`src/lpp_pkg.sv`:
```
// Shared types and constants of the lidar point projection block.
package lpp_pkg;

  // Number of 64-bit matrix registers, the register index width and the address width.
  localparam int NUM_REGS    = 6;
  localparam int REG_IDX_W   = 3;
  localparam int ADDR_W      = 6;

  // Filter limits on raw Q8.8 coordinates and Q0.16 reflectance.
  localparam int X_MAX_RAW    = 6400;
  localparam int Y_MAX_RAW    = 1536;
  localparam int Z_MIN_RAW    = -358;
  localparam int REFL_MIN_RAW = 656;
  localparam int MID_RAW      = 5120;

  // Color arithmetic: |x-20| fits in 13 bits for a kept point.
  localparam int DIFF_W       = 13;
  // 65536/5120 = 64/5; 64 * ceil(2^24/5) >> 24 equals diff * 3355444 >> 18.
  localparam int DEPTH_MUL    = 3355444;
  localparam int DEPTH_SHIFT  = 18;
  // 255/5120 = 51/1024.
  localparam int LEVEL_MUL    = 51;
  localparam int LEVEL_SHIFT  = 10;

  localparam int ACC_W        = 64;
  localparam int FRAC_BITS    = 8;
  localparam int QUOT_W       = 17;

  // One beat passed from the front half to the back half.
  typedef struct packed {
    logic             keep;
    logic [ACC_W-1:0] u;
    logic [ACC_W-1:0] v;
    logic [ACC_W-1:0] w;
    logic [16:0]      depth;
    logic [7:0]       red;
    logic [7:0]       green;
  } item_t;

endpackage

```
`src/lpp_queue.sv`:
```
// Four-entry queue that decouples the front and back halves.
module lpp_queue
  import lpp_pkg::*;
(
  input  logic  clk,
  input  logic  rst,
  input  logic  in_valid,
  output logic  in_ready,
  input  item_t in_item,
  output logic  out_valid,
  input  logic  out_ready,
  output item_t out_item
);

  localparam int DEPTH = 4;
  localparam int PTR_W = $clog2(DEPTH);

  item_t            slots [DEPTH];
  logic [PTR_W-1:0] wptr, rptr;
  logic [PTR_W:0]   count;
  logic             push, pop;

  assign in_ready  = (count != (PTR_W+1)'(DEPTH));
  assign out_valid = (count != '0);
  assign push      = in_valid && in_ready;
  assign pop       = out_valid && out_ready;
  assign out_item  = slots[rptr];

  // Pointers and fill count.
  always_ff @(posedge clk) begin
    if (rst) begin
      wptr  <= '0;
      rptr  <= '0;
      count <= '0;
    end else begin
      if (push) wptr <= wptr + 1'b1;
      if (pop)  rptr <= rptr + 1'b1;
      count <= count + (PTR_W+1)'(push) - (PTR_W+1)'(pop);
    end
  end

  // Entry storage.
  always_ff @(posedge clk) begin
    if (push) slots[wptr] <= in_item;
  end

endmodule

```
`config.mk`:
```
export PLATFORM = sky130hd
export DESIGN_NAME = lpp_queue
export DESIGN_NICKNAME = d
export VERILOG_FILES = /design/src/lpp_pkg.sv /design/src/lpp_queue.sv
export SDC_FILE = /design/constraint.sdc
export NUM_CORES = 1
export LEC_CHECK = 0
export ABC_AREA = 1
export BUFFER_PORTS_ARGS = -buffer_cell sky130_fd_sc_hd__buf_2
export CORE_UTILIZATION = 52
export DETAILED_ROUTE_END_ITERATION = 12
export PLACE_DENSITY = 0.76
export SLEW_MARGIN = 0
export SYNTH_ARGS = -nofsm -noshare
export SYNTH_HDL_FRONTEND = slang
export SYNTH_SLANG_ARGS = --single-unit
```
`constraint.sdc`:
```
create_clock -name clk -period 12 [get_ports clk]
set_input_delay 2.4 -clock clk [delete_from_list [all_inputs] [get_ports clk]]
set_output_delay 2.4 -clock clk [all_outputs]
set_load 0.05 [all_outputs]
```
---- After elaboration in Yosys (flattened, before gate mapping) ----
Memories as Yosys holds them, arrays and structs flattened. A register that Yosys moved wholly into a read port is not among the register bits.
Cells that the tools add are included.
operators by class
  $mul .................................... 0
  shifts and indexed selects .............. 0
  bitwise operators ....................... 0
  $add $sub $neg .......................... 4
  reductions and logical operators ........ 3
  multiplexer cells ....................... 4
  order comparisons ....................... 0
  divide/modulo/power cells ............... 0
  equality and inequality tests ........... 1
operators with widths
  operator               count
  $add A2 B1 Y2 const B  2
  $mux W2                2
  $add A3 B1 Y3          1
  $ne A3 B3 Y1 const B   1
  $reduce_bool A3 Y1     1
  $sub A3 B1 Y3          1
  $logic_and A1 B1 Y1    2
  $mux W1                2
word-level totals
  latch bits .............................. 0
  bits in registers ....................... 7
  output and inout port bits .............. 228
  input bits .............................. 230
  memories kept ........................... 1
  ROM bits ................................ 0
  memory bits (writable) .................. 904
  word-level logic and storage cells ...... 16
memories
  memory  words  bits a word  read ports  clocked after memory_dff  write ports  line             source
  slots   4      226          1           1                         1            lpp_queue.sv:18  item_t slots [DEPTH];

---- Logic depth before layout (Yosys ltp) ----
  depth in word-level cells ............... 4
  mapped depth ............................ 10

---- Least setup slack after synthesis ----
OpenSTA, ideal clock, no wires.
  path kind ............................... input to register
  start ................................... input port in_valid
  end ..................................... memory slots[0][0] (netlist name) (enable)
  data arrival time ....................... 11,926 ps
  slack ................................... -744 ps
  data required time ...................... 11,182 ps
  cell stages on the path ................. 2
  cell sequence ........................... nand2_1 > nor2_1
between the ends
  word-level cells in the longest chain between the ends .. 3
ends and longest elaborated chain
  item                           line             source
  start, declared                lpp_queue.sv:7   input logic in_valid,
  $logic_and A1 B1 Y1            lpp_queue.sv:25  assign push = in_valid && in_ready;
  $mux W1                        lpp_queue.sv:44  if (push) slots[wptr] <= in_item;
  $mux W1 (implied by the code)  lpp_queue.sv:44
  end, declared                  lpp_queue.sv:18
No other way between the ends.

==> results.yml <==
sta:
  timing.final.crit_share_pct: 56.84
  hold_viol_final: 0
  min_period_ns: 6.821
  drv_slew: 0
  tightestPinTransition_ns: 1.294
  finalClockSkew_ns: 0.02866
  slew_headroom_pct: 13.73
  max_freq_mhz: 146.6
  rsz0062_at_grt: "false"
  setup_violations: 0
clock_network:
  cts_tree: "yes"
  cts_hold_buf: 0
  clock_path_buffers: 3
  path_clk_slew_ns: 0.06
  numCtsBuffers: 90
  cts_setup_buffers: 0
  cts_resized: 0
  cts_sinks: 913
  htreeDepth: 3
  clockRootBuffer: "clkbuf_16"
  worstSkewPairLatency_ns: 0.63
worst_setup_path:
  path_class: "reg2out"
  worstSetupEndpoint: "out_item[41]"
  cp_slowest_cell: "buf_4"
  startpoint_type: "flop"
  crit_cells: 6
  slowest_delay_ns: 0.86
  rr_worst_depth: 7
  worstPathMaxFanout: 87
  regToRegEndpoint: "slots[3][63]"
  cp_num_buf_inv: 4
  end_kind: "output port"
  r2r-start: "count[1]"
  rrSetupSlack_ns: 8.05
  cp.required_ns: 9.60
  arrival_ns: 4.42
  crit_top_cell: "buf_4"
  cp_cell_sequence: "inv_6, buf_4, buf_4, o21ai_0, o22ai_1, buf_2"
  path_delay_family: "buffers and inverters"
floorplanning:
  die-area_mm2: 0.06588
  core_area_mm2: 0.06354
  pin_count: 458
  rows: 92
  start_util_pct: 53.08
  fp.dieW_um: 256.7
  fp.dieH_um: 256.7
global_route:
  grt_max_degree: 213
  grt_pass1_wl_um: 116500
  grt.total_usage_pct: 22.94
  antenna_found_initial: 26
  grt_pass1_vias: 21178
  gr-total-overflow: 0
run_status:
  status: "completed"
place:
  placed_cell_area_mm2: 0.03662
  dp_hpwl_um: 42930
  dp_cells: 3428
  io_buffers: 457
  place_congestion: 0.7808
pwr:
  p_comb_share_pct: 30.4
  swShare_pct: 37.56
  clockPowerShare_pct: 27.6
  seq_power_share_pct: 42.0
  p_sw_mw: 3.570
  ir_worst_vdd_mv: 0.1836
  p_leak_nw: 13.63
  p_int_mw: 5.933
  p_per_area_mw_per_mm2: 240.9
drt:
  routed_wl_um: 77360
  firstDrtPassIters: 5
  avgViaCountPerCell: 5.776
  avgRoutedWirePerCell_um: 21.40
  drc: 0
  drt_iter0_drc: 2017
  num_vias: 20879
  ant_nets: 0
synthesis:
  syn-cell-area_mm2: 0.03372
  syn_nets: 2487
  synth_cell_types: 19
  synth_top_area_share_pct: 80.49
  ys_seq_area_share_pct: 81.03
  synth_area_leader_cell: "edfxtp_1"
  ys_warn_count: 0
  synth_area_leaders: "edfxtp_1 80%, o21ai_0 5.2%, nor2_1 5.2%, o22ai_1 4.2%, o21ai_1 1.5%"
  synth_cells: 2250
  syn_avg_cell_area_um2: 14.99
  synth-seq-cells: 913
run:
  drv_cap: 0
hold_path:
  hold_path_class: "reg2reg"
final_layout:
  fin_nets: 2911
  fin_area_mm2: 0.03945
  finalNonFillerCells: 3615
  areaGrowthSynthToFinish_pct: 16.97
  drive_gt1_share_pct: 22.33
-- area by class of cell --
cell class | instances | area [um2]
inverters | 16 | 72.57
repair buffers | 481 | 2505
diodes | 19 | 47.55
flip-flops and latches | 913 | 27330
fillers | 4533 | 24090
multi-input cells | 1172 | 5647
clock buffers | 116 | 2414
well taps | 846 | 1059
clock inverters | 52 | 370.4
-- registers in the layout, indices dropped and copies added (netlist names), named ones only --
name / cells
slots: 904
count: 3
rptr: 2
wptr: 2
-- power by group through the flow --
stage	logic, mW	clock network, mW	registers [mW]
floorplan	2.15	0	4.13
global placement	2.82	0	4.04
detailed placement	2.88	0	4.06
CTS	2.89	2.67	3.99
global route	3.03	2.79	4.01
finish	2.89	2.63	3.99
-- metrics by stage --
stage                     power [mW]  util [%]  setup TNS, ns  hold slack [ns]  setup slack [ns]
after global placement         6.862     57.63              0           0.4632             5.900
after CTS                      9.546     62.01              0           0.5056             5.189
after global routing           9.837     62.05              0           0.5340             4.966
final                          9.503     62.08              0           0.5005             5.179
after floorplan                6.282         -        -672.49           0.4481           -0.7439
after detailed placement       6.933     57.63              0           0.4809             5.892
-- worst min-delay path, stage by stage (launching register included) --
cell     delay, ns
dfxtp_1       0.33
a21oi_1       0.06
nor2_1        0.07
-- layout by cell type, fill, tap and decap left out, drive strengths merged, types with 4 or more instances in the layout --
cell	instances
o22ai	226
nor2	465
diode	19
clkinv	41
ha	6
clkbuf	116
o21ai	453
edfxtp	904
nand2	12
buf	481
inv	18
a21oi	4
dfxtp	9
clkinvlp	6
-- routing by layer --
metal  wire length (um)  global-route usage, %
met5                143                      0
met2              39070                  39.00
met3               6922                  6.109
met4               2076                  9.325
met1              29140                  27.81
-- Yosys cell counts --
cell type and count:
a21boi_0 2, a21oi_1 4, buf_2 10, buf_4 34, buf_6 3, clkbuf_1 102, clkinv_1 1, dfxtp_1 9
edfxtp_1 904, fa_1 1, ha_1 6, inv_1 14, inv_2 1, nand2_1 12, nand3_1 3, nor2_1 465
o21ai_0 352, o21ai_1 101, o22ai_1 226
-- logic make-up (layout without fill, tap and decap cells) --
logic type	count (synthesis)	after routing	share of synthesized area, %
other cells	0	19	0
fa+ha+maj	7	7	0.2820
simple gates	480	480	5.354
compound gates	685	685	11.02
buf+inv	165	665	2.319
flops	913	913	81.03
-- worst min-delay path by stage --
stage                     cells after the start     from       to
final                                         2  rptr[0]  rptr[0]
after global routing                          2  rptr[0]  rptr[0]
after CTS                                     2  rptr[0]  rptr[0]
after detailed placement                      2  rptr[0]  rptr[0]
after global placement                        2  rptr[0]  rptr[0]
after floorplan                               2  rptr[0]     flop
Power figures use the tool's default switching activity.
